==> src/rtl/smmas_pkg.sv <==
// Shared types and constants for the small matrix multiply/add/subtract block.
`timescale 1ns / 1ps
package smmas_pkg;

  localparam int MAX_DIM_DEF = 8;   // default largest matrix dimension
  localparam int STRIDE      = 8;   // entries per row in the element stores

  localparam int OP_W    = 3;
  localparam int IDX_W   = 3;
  localparam int ELEM_W  = 16;
  localparam int RES_W   = 35;
  localparam int DIM_W   = 4;
  localparam int REG_W   = 2;

  typedef logic [OP_W-1:0]           op_t;
  typedef logic [IDX_W-1:0]          idx_t;
  typedef logic signed [ELEM_W-1:0]  elem_t;
  typedef logic signed [RES_W-1:0]   res_t;
  typedef logic [DIM_W-1:0]          dim_t;
  typedef logic [REG_W-1:0]          reg_idx_t;

  // Commands
  localparam op_t OP_WR_A = 3'd0;
  localparam op_t OP_WR_B = 3'd1;
  localparam op_t OP_MUL  = 3'd2;
  localparam op_t OP_ADD  = 3'd3;
  localparam op_t OP_SUB  = 3'd4;

  // Configuration register indexes
  localparam reg_idx_t REG_A_ROWS = 2'd0;
  localparam reg_idx_t REG_A_COLS = 2'd1;
  localparam reg_idx_t REG_B_ROWS = 2'd2;
  localparam reg_idx_t REG_B_COLS = 2'd3;

endpackage

==> src/rtl/smmas_if.sv <==
// Channel interfaces: command input, result output and configuration write.
`timescale 1ns / 1ps
interface smmas_in_if import smmas_pkg::*; ();
  logic  valid;
  logic  ready;
  op_t   op;
  idx_t  row;
  idx_t  col;
  elem_t value;

  modport source (output valid, output op, output row, output col, output value,
                  input ready);
  modport sink   (input valid, input op, input row, input col, input value,
                  output ready);
endinterface

interface smmas_out_if import smmas_pkg::*; ();
  logic valid;
  logic ready;
  idx_t out_row;
  idx_t out_col;
  res_t result_value;
  logic last;

  modport source (output valid, output out_row, output out_col, output result_value,
                  output last, input ready);
  modport sink   (input valid, input out_row, input out_col, input result_value,
                  input last, output ready);
endinterface

interface smmas_cfg_if import smmas_pkg::*; ();
  logic     valid;
  logic     ready;
  reg_idx_t index;
  dim_t     data;

  modport source (output valid, output index, output data, input ready);
  modport sink   (input valid, input index, input data, output ready);
endinterface

==> src/rtl/small_matrix_multiply_add_sub.sv <==
// Top level: matrix stores, command sequencer, MAC pipeline and result register.
`timescale 1ns / 1ps
// Element writes (op 0/1) take one beat per cycle while no compute command runs.
// A compute command is accepted and then holds the input off while it runs:
// each result element reads K operand pairs, with K = a_cols for multiply and
// K = 1 for add/subtract, and its terms pass the read, term and accumulate
// registers before the element is handed to the result register. A multiply
// with a_cols zero skips the reads and hands off a zero sum. Throughput is set
// by the single read port of each element store, which delivers one A and one
// B operand per cycle, while reading, to one multiplier and one accumulator.
// Results are held in an output register, so the next element is computed while
// the previous one waits to be taken. The stores read as zero after reset; no
// clearing pass is needed.
module small_matrix_multiply_add_sub
  import smmas_pkg::*;
#(
  parameter int MAX_DIM = MAX_DIM_DEF
) (
  input  logic         clk,
  input  logic         rst_n,
  smmas_in_if.sink     in_if,
  smmas_out_if.source  out_if,
  smmas_cfg_if.sink    cfg_if
);

  localparam int DEPTH = MAX_DIM * STRIDE;
  localparam int AW    = $clog2(DEPTH);
  localparam dim_t DMAX = DIM_W'(MAX_DIM);

  localparam logic [1:0] S_IDLE = 2'd0;
  localparam logic [1:0] S_RD   = 2'd1;
  localparam logic [1:0] S_WAIT = 2'd2;

  // configuration
  dim_t a_rows_r, a_cols_r, b_rows_r, b_cols_r;
  dim_t ar, ac, br, bc;

  assign cfg_if.ready = 1'b1;

  always_ff @(posedge clk) begin
    if (!rst_n) begin
      a_rows_r <= '0;
      a_cols_r <= '0;
      b_rows_r <= '0;
      b_cols_r <= '0;
    end else if (cfg_if.valid) begin
      unique case (cfg_if.index)
        REG_A_ROWS: a_rows_r <= cfg_if.data;
        REG_A_COLS: a_cols_r <= cfg_if.data;
        REG_B_ROWS: b_rows_r <= cfg_if.data;
        REG_B_COLS: b_cols_r <= cfg_if.data;
      endcase
    end
  end

  assign ar = (a_rows_r > DMAX) ? DMAX : a_rows_r;
  assign ac = (a_cols_r > DMAX) ? DMAX : a_cols_r;
  assign br = (b_rows_r > DMAX) ? DMAX : b_rows_r;
  assign bc = (b_cols_r > DMAX) ? DMAX : b_cols_r;

  // sequencer state
  logic [1:0] state_r, state_nxt;
  idx_t       i_r, i_nxt, j_r, j_nxt, k_r, k_nxt;
  dim_t       rows_r, cols_r, kn_r;
  logic       mul_r, sub_r;

  logic in_acc;
  assign in_if.ready = (state_r == S_IDLE);
  assign in_acc      = in_if.valid && in_if.ready;

  // command decode
  logic cmd_go;
  dim_t cmd_rows, cmd_cols, cmd_kn;

  always_comb begin
    cmd_go   = 1'b0;
    cmd_rows = ar;
    cmd_cols = bc;
    cmd_kn   = ac;
    unique case (in_if.op) inside
      OP_MUL: begin
        cmd_go = (ac == br) && (ar != '0) && (bc != '0);
      end
      OP_ADD, OP_SUB: begin
        cmd_cols = ac;
        cmd_kn   = DIM_W'(1);
        cmd_go   = (ar == br) && (ac == bc) && (ar != '0) && (ac != '0);
      end
      default: cmd_go = 1'b0;
    endcase
  end

  // element stores
  logic [AW-1:0]    a_raddr, b_raddr, waddr;
  logic [5:0]       a_raddr6, b_raddr6, waddr6;
  logic             wr_ok, wr_a, wr_b, rd_en;
  elem_t            mem_a [DEPTH];
  elem_t            mem_b [DEPTH];
  logic [DEPTH-1:0] a_vld_r, b_vld_r;
  elem_t            a_q_r, b_q_r;
  logic             a_ok_r, b_ok_r;

  assign waddr6 = {in_if.row, in_if.col};
  assign waddr  = waddr6[AW-1:0];
  assign wr_ok  = ({1'b0, in_if.row} < DMAX) && ({1'b0, in_if.col} < DMAX);
  assign wr_a   = in_acc && (in_if.op == OP_WR_A) && wr_ok;
  assign wr_b   = in_acc && (in_if.op == OP_WR_B) && wr_ok;

  assign a_raddr6 = mul_r ? {i_r, k_r} : {i_r, j_r};
  assign b_raddr6 = mul_r ? {k_r, j_r} : {i_r, j_r};
  assign a_raddr  = a_raddr6[AW-1:0];
  assign b_raddr  = b_raddr6[AW-1:0];

  always_ff @(posedge clk) begin
    if (wr_a) mem_a[waddr] <= in_if.value;
    if (wr_b) mem_b[waddr] <= in_if.value;
    if (rd_en) begin
      a_q_r <= mem_a[a_raddr];
      b_q_r <= mem_b[b_raddr];
    end
  end

  // entries never written read as zero
  always_ff @(posedge clk) begin
    if (!rst_n) begin
      a_vld_r <= '0;
      b_vld_r <= '0;
    end else begin
      if (wr_a) a_vld_r[waddr] <= 1'b1;
      if (wr_b) b_vld_r[waddr] <= 1'b1;
    end
  end

  always_ff @(posedge clk) begin
    if (rd_en) begin
      a_ok_r <= a_vld_r[a_raddr];
      b_ok_r <= b_vld_r[b_raddr];
    end
  end

  // MAC pipeline: read -> term -> accumulate
  logic         k_last, k_zero;
  logic         s1_vld_r, s1_first_r, s1_last_r;
  logic         s2_vld_r, s2_first_r, s2_last_r;
  elem_t        a_op, b_op;
  logic signed [31:0] prod, term_r;
  logic signed [16:0] sum;
  res_t         acc_r;
  logic         acc_done_r;

  assign k_last = ({1'b0, k_r} + DIM_W'(1)) == kn_r;
  assign k_zero = (kn_r == '0);
  assign rd_en  = (state_r == S_RD) && !k_zero;

  assign a_op = a_ok_r ? a_q_r : '0;
  assign b_op = b_ok_r ? b_q_r : '0;
  assign prod = a_op * b_op;
  assign sum  = sub_r ? ({a_op[15], a_op} - {b_op[15], b_op})
                      : ({a_op[15], a_op} + {b_op[15], b_op});

  always_ff @(posedge clk) begin
    if (!rst_n) begin
      s1_vld_r <= 1'b0;
      s2_vld_r <= 1'b0;
    end else begin
      s1_vld_r <= rd_en;
      s2_vld_r <= s1_vld_r;
    end
  end

  always_ff @(posedge clk) begin
    if (rd_en) begin
      s1_first_r <= (k_r == '0);
      s1_last_r  <= k_last;
    end
    if (s1_vld_r) begin
      s2_first_r <= s1_first_r;
      s2_last_r  <= s1_last_r;
      term_r     <= mul_r ? prod : {{7{sum[16]}}, sum, 8'h00};
    end
  end

  logic out_load, fin, i_last, j_last;

  always_ff @(posedge clk) begin
    if (!rst_n) begin
      acc_done_r <= 1'b0;
    end else if (state_r == S_RD && k_zero) begin
      acc_done_r <= 1'b1;
    end else if (s2_vld_r && s2_last_r) begin
      acc_done_r <= 1'b1;
    end else if (out_load) begin
      acc_done_r <= 1'b0;
    end
  end

  always_ff @(posedge clk) begin
    if (state_r == S_RD && k_zero) begin
      acc_r <= '0;
    end else if (s2_vld_r) begin
      acc_r <= s2_first_r ? RES_W'(term_r) : acc_r + RES_W'(term_r);
    end
  end

  // sequencer
  assign j_last   = ({1'b0, j_r} + DIM_W'(1)) == cols_r;
  assign i_last   = ({1'b0, i_r} + DIM_W'(1)) == rows_r;
  assign fin      = i_last && j_last;
  assign out_load = (state_r == S_WAIT) && acc_done_r && (!out_if.valid || out_if.ready);

  always_comb begin
    state_nxt = state_r;
    i_nxt     = i_r;
    j_nxt     = j_r;
    k_nxt     = k_r;
    unique case (state_r)
      S_IDLE: begin
        if (in_acc && cmd_go) begin
          state_nxt = S_RD;
          i_nxt     = '0;
          j_nxt     = '0;
          k_nxt     = '0;
        end
      end
      S_RD: begin
        if (k_zero || k_last) begin
          state_nxt = S_WAIT;
          k_nxt     = '0;
        end else begin
          k_nxt = k_r + IDX_W'(1);
        end
      end
      S_WAIT: begin
        if (out_load) begin
          if (fin) begin
            state_nxt = S_IDLE;
          end else begin
            state_nxt = S_RD;
            if (j_last) begin
              j_nxt = '0;
              i_nxt = i_r + IDX_W'(1);
            end else begin
              j_nxt = j_r + IDX_W'(1);
            end
          end
        end
      end
      default: state_nxt = S_IDLE;
    endcase
  end

  always_ff @(posedge clk) begin
    if (!rst_n) begin
      state_r <= S_IDLE;
      i_r     <= '0;
      j_r     <= '0;
      k_r     <= '0;
    end else begin
      state_r <= state_nxt;
      i_r     <= i_nxt;
      j_r     <= j_nxt;
      k_r     <= k_nxt;
    end
  end

  always_ff @(posedge clk) begin
    if (in_acc && cmd_go) begin
      rows_r <= cmd_rows;
      cols_r <= cmd_cols;
      kn_r   <= cmd_kn;
      mul_r  <= (in_if.op == OP_MUL);
      sub_r  <= (in_if.op == OP_SUB);
    end
  end

  // result register
  logic out_valid_r;
  idx_t out_row_r, out_col_r;
  res_t out_val_r;
  logic out_last_r;

  always_ff @(posedge clk) begin
    if (!rst_n) begin
      out_valid_r <= 1'b0;
    end else if (out_load) begin
      out_valid_r <= 1'b1;
    end else if (out_if.ready) begin
      out_valid_r <= 1'b0;
    end
  end

  always_ff @(posedge clk) begin
    if (out_load) begin
      out_row_r  <= i_r;
      out_col_r  <= j_r;
      out_val_r  <= acc_r;
      out_last_r <= fin;
    end
  end

  assign out_if.valid        = out_valid_r;
  assign out_if.out_row      = out_row_r;
  assign out_if.out_col      = out_col_r;
  assign out_if.result_value = out_val_r;
  assign out_if.last         = out_last_r;

`ifndef NO_ASSERTIONS
  a_wr_idle: assert property (@(posedge clk) disable iff (!rst_n)
    (wr_a || wr_b) |-> (state_r == S_IDLE))
    else $error("store written while a command runs");

  a_pipe_busy: assert property (@(posedge clk) disable iff (!rst_n)
    (s1_vld_r || s2_vld_r) |-> (state_r == S_RD || state_r == S_WAIT))
    else $error("MAC pipeline active outside a command");

  a_pipe_flow: assert property (@(posedge clk) disable iff (!rst_n)
    s1_vld_r |=> s2_vld_r)
    else $error("term lost between read and accumulate");

  a_done_src: assert property (@(posedge clk) disable iff (!rst_n)
    $rose(acc_done_r) |-> ($past(s2_vld_r) || $past(state_r == S_RD)))
    else $error("element finished without a term or an empty sum");

  a_load_done: assert property (@(posedge clk) disable iff (!rst_n)
    out_load |=> !acc_done_r)
    else $error("finished element not consumed on hand-off");
`endif

endmodule

==> src/flat_wrapper.sv <==
// flat-port wrapper written by rule: the top's interface ports become plain ports
module small_matrix_multiply_add_sub_flat import smmas_pkg::*;
#(
  parameter int MAX_DIM = MAX_DIM_DEF
)
  (clk, rst_n, in_if_valid, in_if_op, in_if_row, in_if_col, in_if_value, in_if_ready, out_if_valid, out_if_out_row, out_if_out_col, out_if_result_value, out_if_last, out_if_ready, cfg_if_valid, cfg_if_index, cfg_if_data, cfg_if_ready);
  smmas_in_if in_if_i ();
  smmas_out_if out_if_i ();
  smmas_cfg_if cfg_if_i ();
  input  logic clk;
  input  logic rst_n;
  input wire logic [$bits(in_if_i.valid)-1:0] in_if_valid;
  input wire logic [$bits(in_if_i.op)-1:0] in_if_op;
  input wire logic [$bits(in_if_i.row)-1:0] in_if_row;
  input wire logic [$bits(in_if_i.col)-1:0] in_if_col;
  input wire logic [$bits(in_if_i.value)-1:0] in_if_value;
  output wire logic [$bits(in_if_i.ready)-1:0] in_if_ready;
  output wire logic [$bits(out_if_i.valid)-1:0] out_if_valid;
  output wire logic [$bits(out_if_i.out_row)-1:0] out_if_out_row;
  output wire logic [$bits(out_if_i.out_col)-1:0] out_if_out_col;
  output wire logic [$bits(out_if_i.result_value)-1:0] out_if_result_value;
  output wire logic [$bits(out_if_i.last)-1:0] out_if_last;
  input wire logic [$bits(out_if_i.ready)-1:0] out_if_ready;
  input wire logic [$bits(cfg_if_i.valid)-1:0] cfg_if_valid;
  input wire logic [$bits(cfg_if_i.index)-1:0] cfg_if_index;
  input wire logic [$bits(cfg_if_i.data)-1:0] cfg_if_data;
  output wire logic [$bits(cfg_if_i.ready)-1:0] cfg_if_ready;
  assign in_if_i.valid = in_if_valid;
  assign in_if_i.op = in_if_op;
  assign in_if_i.row = in_if_row;
  assign in_if_i.col = in_if_col;
  assign in_if_i.value = in_if_value;
  assign in_if_ready = in_if_i.ready;
  assign out_if_valid = out_if_i.valid;
  assign out_if_out_row = out_if_i.out_row;
  assign out_if_out_col = out_if_i.out_col;
  assign out_if_result_value = out_if_i.result_value;
  assign out_if_last = out_if_i.last;
  assign out_if_i.ready = out_if_ready;
  assign cfg_if_i.valid = cfg_if_valid;
  assign cfg_if_i.index = cfg_if_index;
  assign cfg_if_i.data = cfg_if_data;
  assign cfg_if_ready = cfg_if_i.ready;
  small_matrix_multiply_add_sub #(.MAX_DIM(MAX_DIM)) u_core (.clk(clk), .rst_n(rst_n), .in_if(in_if_i), .out_if(out_if_i), .cfg_if(cfg_if_i));
endmodule
==> config.mk <==
export PLATFORM = sky130hd
export DESIGN_NAME = small_matrix_multiply_add_sub_flat
export DESIGN_NICKNAME = d
export VERILOG_FILES = /design/src/rtl/smmas_pkg.sv /design/src/rtl/smmas_if.sv /design/src/rtl/small_matrix_multiply_add_sub.sv /design/src/flat_wrapper.sv
export SDC_FILE = /design/constraint.sdc
export NUM_CORES = 2
export LEC_CHECK = 0
export BUFFER_PORTS_ARGS = -buffer_cell sky130_fd_sc_hd__buf_2
export CAP_MARGIN = 0
export CORE_UTILIZATION = 54
export CTS_BUF_LIST = sky130_fd_sc_hd__clkbuf_4 sky130_fd_sc_hd__clkbuf_8
export DETAILED_ROUTE_END_ITERATION = 7
export PLACE_DENSITY = 0.69
export SLEW_MARGIN = 20
export SYNTH_ARGS = -nofsm -noshare
export SYNTH_HDL_FRONTEND = slang
export SYNTH_SLANG_ARGS = --single-unit
==> constraint.sdc <==
create_clock -name clk -period 7.5 [get_ports clk]
set_clock_uncertainty 0.1 [all_clocks]
set_input_delay 0.75 -clock clk [delete_from_list [all_inputs] [get_ports clk]]
set_output_delay 0.75 -clock clk [all_outputs]
set_load 0.02 [all_outputs]
# Yosys cells after proc, flatten, opt, wreduce, memory -nomap -nowiden
# Memory sizes are Yosys's and may differ from the RTL's. A register that Yosys moved wholly into a read port is not among the register bits.
# Cells that the tools add are included.
totals:
  regBits: 288
  mem_bits_rw: 2048
  output_inout_bits: 45
  word_cells: 159
  in_bits: 36
  memories: 2
op_classes:
  order_cmp: 8
  mux: 44
  n_bitwise: 2
  n_reduce_logical: 41
  n_eq_ne: 20
  mul: 1
  addsub: 9
mem_list:
  columns: ["name", "depth", "word_bits", "rd", "rd_ports_with_merged_regs", "wr", "line_no", "text"]
  rows:
  - ["u_core.mem_a", 64, 16, 1, 1, 1, "small_matrix_multiply_add_sub.sv:97", "elem_t mem_a [DEPTH];"]
  - ["u_core.mem_b", 64, 16, 1, 1, 1, "small_matrix_multiply_add_sub.sv:98", "elem_t mem_b [DEPTH];"]
ops:
  columns: ["op", "count"]
  rows:
  - ["64-bit OR", 2]
  - ["35-bit by 32-bit adder with 35-bit output", 1]
  - ["35-bit 2-to-1 mux", 1]
  - ["16-bit by 16-bit multiplier with 32-bit output", 1]
  - ["16-bit 2-to-1 mux", 2]
  - ["32-bit 2-to-1 mux", 1]
  - ["3-bit 2-to-1 mux", 9]
  - ["4-bit equality test", 6]
  - ["6-bit by 7-bit < comparator with 1-bit output (second input constant)", 3]
  - ["4-bit 2-to-1 mux", 5]
  - ["3-bit case mux with 2 select lines", 3]
  - ["16-bit by 16-bit adder with 17-bit output", 1]
  - ["17-bit 2-to-1 mux", 1]
  - ["16-bit by 16-bit subtractor with 17-bit output", 1]
  - ["4-bit > comparator (second input constant)", 4]
  - ["1-bit logical AND", 16]
  - ["1-bit 2-to-1 mux", 13]
  - ["3-bit by 1-bit adder with 4-bit output (second input constant)", 3]
  - ["1-bit binary-select mux with 6-bit select", 2]
  - ["4-bit nonzero test", 3]
  - ["2-bit AND reduction", 5]
  - ["3-bit by 1-bit adder with 3-bit output (second input constant)", 3]
  - ["1-bit demux with 6-bit select", 1]
  - ["2-bit equality test (second input constant)", 3]
  - ["other kinds (22)", 35]

# Longest topological paths before layout
depth:
  depth_word: 10
  depth_mapped: 29
  depth_no_buf: 25

# Least setup slack after synthesis
# No wires, ideal clock.
synth_timing:
  path_kind: "register to register"
  from: "reg u_core.b_ok_r"
  to: "reg u_core.term_r[30] (data pin)"
  path_stages_with_launch: 29
  path_slack_ns: -0.217
  period_less_slack_ns: 7.717
  required_ns: 7.141
  n_path_buf: 5
  setup_ns: 0.259
  t_arrival_ns: 7.358
  cell_sequence: "edfxtp_1 > clkbuf_1 > clkbuf_1 > clkbuf_1 > and2_1 > clkbuf_1 > clkbuf_1 > nand2_1 > fa_1 > inv_1 > fa_1 > inv_1 > fa_1 > inv_1 > fa_1 > fa_1 > inv_1 > fa_1 > inv_1 > ha_1 > a21o_1 > a21o_1 > a21o_1 > a22oi_1 > a211oi_2 > o41ai_1 > nor3_1 > o41a_1 > or2_1"
synth_between:
  elab_chain_len: 4
  word_cells_on_any_way: 6
  classes_between: "2 x add/sub; 1 x mul; 3 x mux"
synth_lines:
  columns: ["item", "line_no", "text"]
  rows:
  - ["start: declaration", "small_matrix_multiply_add_sub.sv:101", "logic a_ok_r, b_ok_r;"]
  - ["start signal: assignment", "small_matrix_multiply_add_sub.sv:137", "b_ok_r <= b_vld_r[b_raddr];"]
  - ["16-bit 2-to-1 mux *", "small_matrix_multiply_add_sub.sv:156", "assign b_op = b_ok_r ? b_q_r : '0;"]
  - ["branches (longest 2 deep; another with 16-bit by 16-bit multiplier with 32-bit output)", null, null]
  - ["32-bit 2-to-1 mux *", "small_matrix_multiply_add_sub.sv:179", "term_r <= mul_r ? prod : {{7{sum[16]}}, sum, 8'h00};"]
  - ["end signal: assignment", "small_matrix_multiply_add_sub.sv:179", null]
  - ["end: declaration", "small_matrix_multiply_add_sub.sv:146", "logic signed [31:0] prod, term_r;"]
# Every way passes the cells marked *.
# A chain may end at the register's enable or synchronous reset.

# Worst setup path in the final report
layout_timing:
  from: "reg u_core.b_q_r[5], read port of u_core.mem_b"
  to: "reg u_core.term_r[31] (data pin)"
layout_between:
  elab_chain_len: 4
  word_cells_on_any_way: 6
  classes_between: "2 x add/sub; 1 x mul; 3 x mux"
layout_lines:
  columns: ["item", "line_no", "text"]
  rows:
  - ["start: declaration", "small_matrix_multiply_add_sub.sv:100", "elem_t a_q_r, b_q_r;"]
  - ["16-bit 2-to-1 mux *", "small_matrix_multiply_add_sub.sv:156", null]
  - ["branches (longest 2 deep; another with 16-bit by 16-bit multiplier with 32-bit output)", null, null]
  - ["32-bit 2-to-1 mux *", "small_matrix_multiply_add_sub.sv:179", null]
# Marked as above.

==> impl_metrics.json <==
{
  "drtIter0Drc": 5927,
  "synth_top_area_cell": "edfxtp_1",
  "final_net_count": 6480,
  "grt_pass1_wl_um": 368000,
  "fmax_ghz": 0.136,
  "vias_per_cell": 6.10,
  "finalHoldViolCount": 0,
  "clkPwrFrac": 0.420,
  "coreArea_sq_um": 188000,
  "num_vias": 53932,
  "path_delay_family": "adder cells",
  "violations": "design-rule violations",
  "grt_overflow": 0,
  "io_pins": 81,
  "dieArea_sq_um": 192000,
  "antenna_left": 0,
  "hold_start": "in_if_value[3]",
  "drc": 10,
  "path_clk_slew_ps": 60,
  "fin_cells": 8839,
  "r2r_slack_ps": 120,
  "ys_async_sr_fraction": 0,
  "finalCritPeriodShare": 0.983,
  "synth_cells": 5550,
  "r2r_start": "u_core.b_q_r[5]",
  "place_inst": 8123,
  "status": "complete, but fails checks",
  "hold_ws_ps": 90.7,
  "tightest_slew_ps": 1260,
  "path_class": "reg -> reg",
  "layout.cells.most_common": "edfxtp_1",
  "place_congestion": 0.937,
  "period_minus_slack_ps": 7380,
  "io_buffers": 79,
  "swShare": 0.205,
  "power_frac_comb": 0.016,
  "p_seq_frac": 0.564,
  "setup_viol_count_final": 0,
  "cts_root_buffer": "clkbuf_8",
  "syn_nets": 5985,
  "maxSlewViolCount": 0,
  "switching_power_mw": 5.25,
  "rows": 159,
  "die_w_um": 438,
  "r2r_end": "u_core.term_r[31]",
  "area_delta_synth_final_pct": 12.4,
  "clkSinkCount": 2368,
  "cpMostUsedCell": "fa_1",
  "cp_slowest_stage_delay_ps": 620,
  "finalInstanceArea_sq_um": 115000,
  "synth.distinct_cells": 79,
  "synth_flop_cell": "edfxtp_1",
  "dieHeight_um": 438,
  "maxCapViolCount": 0,
  "num-fill-cells": 13496,
  "track_usage": 0.265,
  "final_cell_mix": "edfxtp_1 (2174), mux4_2 (697), clkbuf_8 (402)",
  "ys_seq_area_frac": 0.674,
  "start_util": 0.545,
  "syn_avg_cell_area_sq_um": 18.5,
  "cp_num_buf_inv": 6,
  "cts-htree-levels": 5,
  "ir_drop_mv": 0.199,
  "slew_headroom": 0.152,
  "power_density_nw_per_um2": 222,
  "yosys_warnings": 0,
  "grt_pass1_vias": 55002,
  "min_path_cells": 1,
  "critPathSlowestCell": "edfxtp_1",
  "grt_max_degree": 122,
  "dr.pass1.iters": 8,
  "endpoint_kind": "register",
  "cts_made_buffers": 385,
  "r2r_cells": 25,
  "wl_per_cell_um": 28.3,
  "routed_wl_um": 250000,
  "crit_arrival_ps": 8080,
  "min_to": "u_core.mem_a[17][3]",
  "detailed_place.area_sq_um": 107000,
  "critPathMaxFanout": 16,
  "hpwl_um": 156000,
  "synthTopCellsByArea": "edfxtp_1 (64%), mux4_2 (15%), fa_1 (5.1%)",
  "worst_skew_pair.late_latency_ps": 1090,
  "startpoint_type": "register",
  "p_int_mw": 20.3,
  "clockBufferDepth": 4,
  "yosys.area.top_type_share": 0.636,
  "worstPathRequired_ps": 8210,
  "tritoncts": "done",
  "ys_ff_latch": 2368,
  "hold_path.class": "in -> reg",
  "power.leakage_nw": 39.5,
  "fin_util": 0.612,
  "synthesis.area_sq_um": 103000,
  "synth_edf_count": 2174,
  "layout-drive-gt1-share": 0.276,
  "antenna_found_initial": 19
}
-- layer usage --
metal  track usage  share of wire
met5             0       0.000052
met4        0.0715          0.022
met3        0.0462          0.080
met2         0.419           0.48
met1         0.385           0.41
-- worst max-delay path by stage --
stage | from | endpoint | slack, ps | depth (start not counted)
after floorplan | u_core.b_ok_r | u_core.term_r[31] | 80 | 29
after global placement | u_core.a_ok_r | u_core.term_r[30] | 90 | 22
after detailed placement | u_core.a_ok_r | u_core.term_r[30] | -10 | 22
after CTS | u_core.a_ok_r | u_core.term_r[30] | 90 | 23
after global routing | u_core.b_q_r[5] | u_core.term_r[31] | -80 | 25
final | u_core.b_q_r[5] | u_core.term_r[31] | 120 | 25
-- state kept, by name, summed over array words and instances, names as in the netlist, 16 cells and up --
| name | flops |
|---|---|
| u_core.a_q_r | 16 |
| u_core.a_vld_r | 64 |
| u_core.acc_r | 35 |
| u_core.b_q_r | 16 |
| u_core.b_vld_r | 64 |
| u_core.mem_a | 1024 |
| u_core.mem_b | 1024 |
| u_core.out_if.result_value | 35 |
| u_core.term_r | 32 |
-- per-stage QoR --
step / setup WS (ps) / power, mW / TNS [ps]
2_1_floorplan: 79.7 / 14.8 / 0
3_3_place_gp: 94.6 / 15.1 / 0
3_5_place_dp: -12.6 / 15.1 / -12.6
4_1_cts: 88.8 / 25.8 / 0
5_1_grt: -79.7 / 26.4 / -88.0
6_report: 125 / 25.6 / 0
-- power by group through the flow --
stage / Clock [mW] / Sequential [mW] / Combinational [mW]
floorplan: 0 / 14.7 / 0.144
detailed placement: 0 / 14.7 / 0.395
global route: 11.5 / 14.4 / 0.441
global placement: 0 / 14.7 / 0.375
CTS: 10.9 / 14.4 / 0.404
finish: 10.7 / 14.4 / 0.407
-- cells by family after synthesis --
logic type | Yosys count | synth area share
flops | 2368 | 0.674
simple gates | 846 | 0.0369
mux | 734 | 0.157
buf+inv | 601 | 0.0226
compound gates | 490 | 0.0321
fa+ha+maj | 402 | 0.0682
xor+xnor | 108 | 0.00922
other cells | 1 | 0.0000366
-- area by class of cell --
cell class	instances	area, sq um	share of cell area
clock inverter	145	797	0.00692
sequential	2368	69200	0.600
timing repair buffer	375	2880	0.0250
clock buffer	537	6550	0.0568
tap	2495	3120	0.0271
antenna	4	10.0	0.0000869
inverter	334	1260	0.0110
multi-input combinational	2581	31400	0.273
-- cell usage after synthesis, types with 39 or more instances --
master,number
o21a_1,137
dfxtp_1,194
a21oi_1,86
xor2_1,42
buf_1,53
a31oi_1,39
ha_1,136
clkbuf_1,175
xnor2_1,66
edfxtp_1,2174
inv_1,326
nand2_1,260
nor2_1,347
fa_1,263
mux4_2,697
nor2b_1,39
and2_1,42
o21ai_0,74
-- what timing repair did --
| item | 4_1_cts | 5_1_grt |
|---|---|---|
| endpoints found under the hold margin | 249 | 0 |
| pin swaps | 0 | 4 |
| setup endpoints to repair | 2 | 5 |
| resized for setup | 2 | 42 |
| hold buffers | 18 | 0 |
| gates cloned | 0 | 0 |
| buffers inserted | 2 | 7 |
Note: power is estimated with default switching activity, not from simulation.
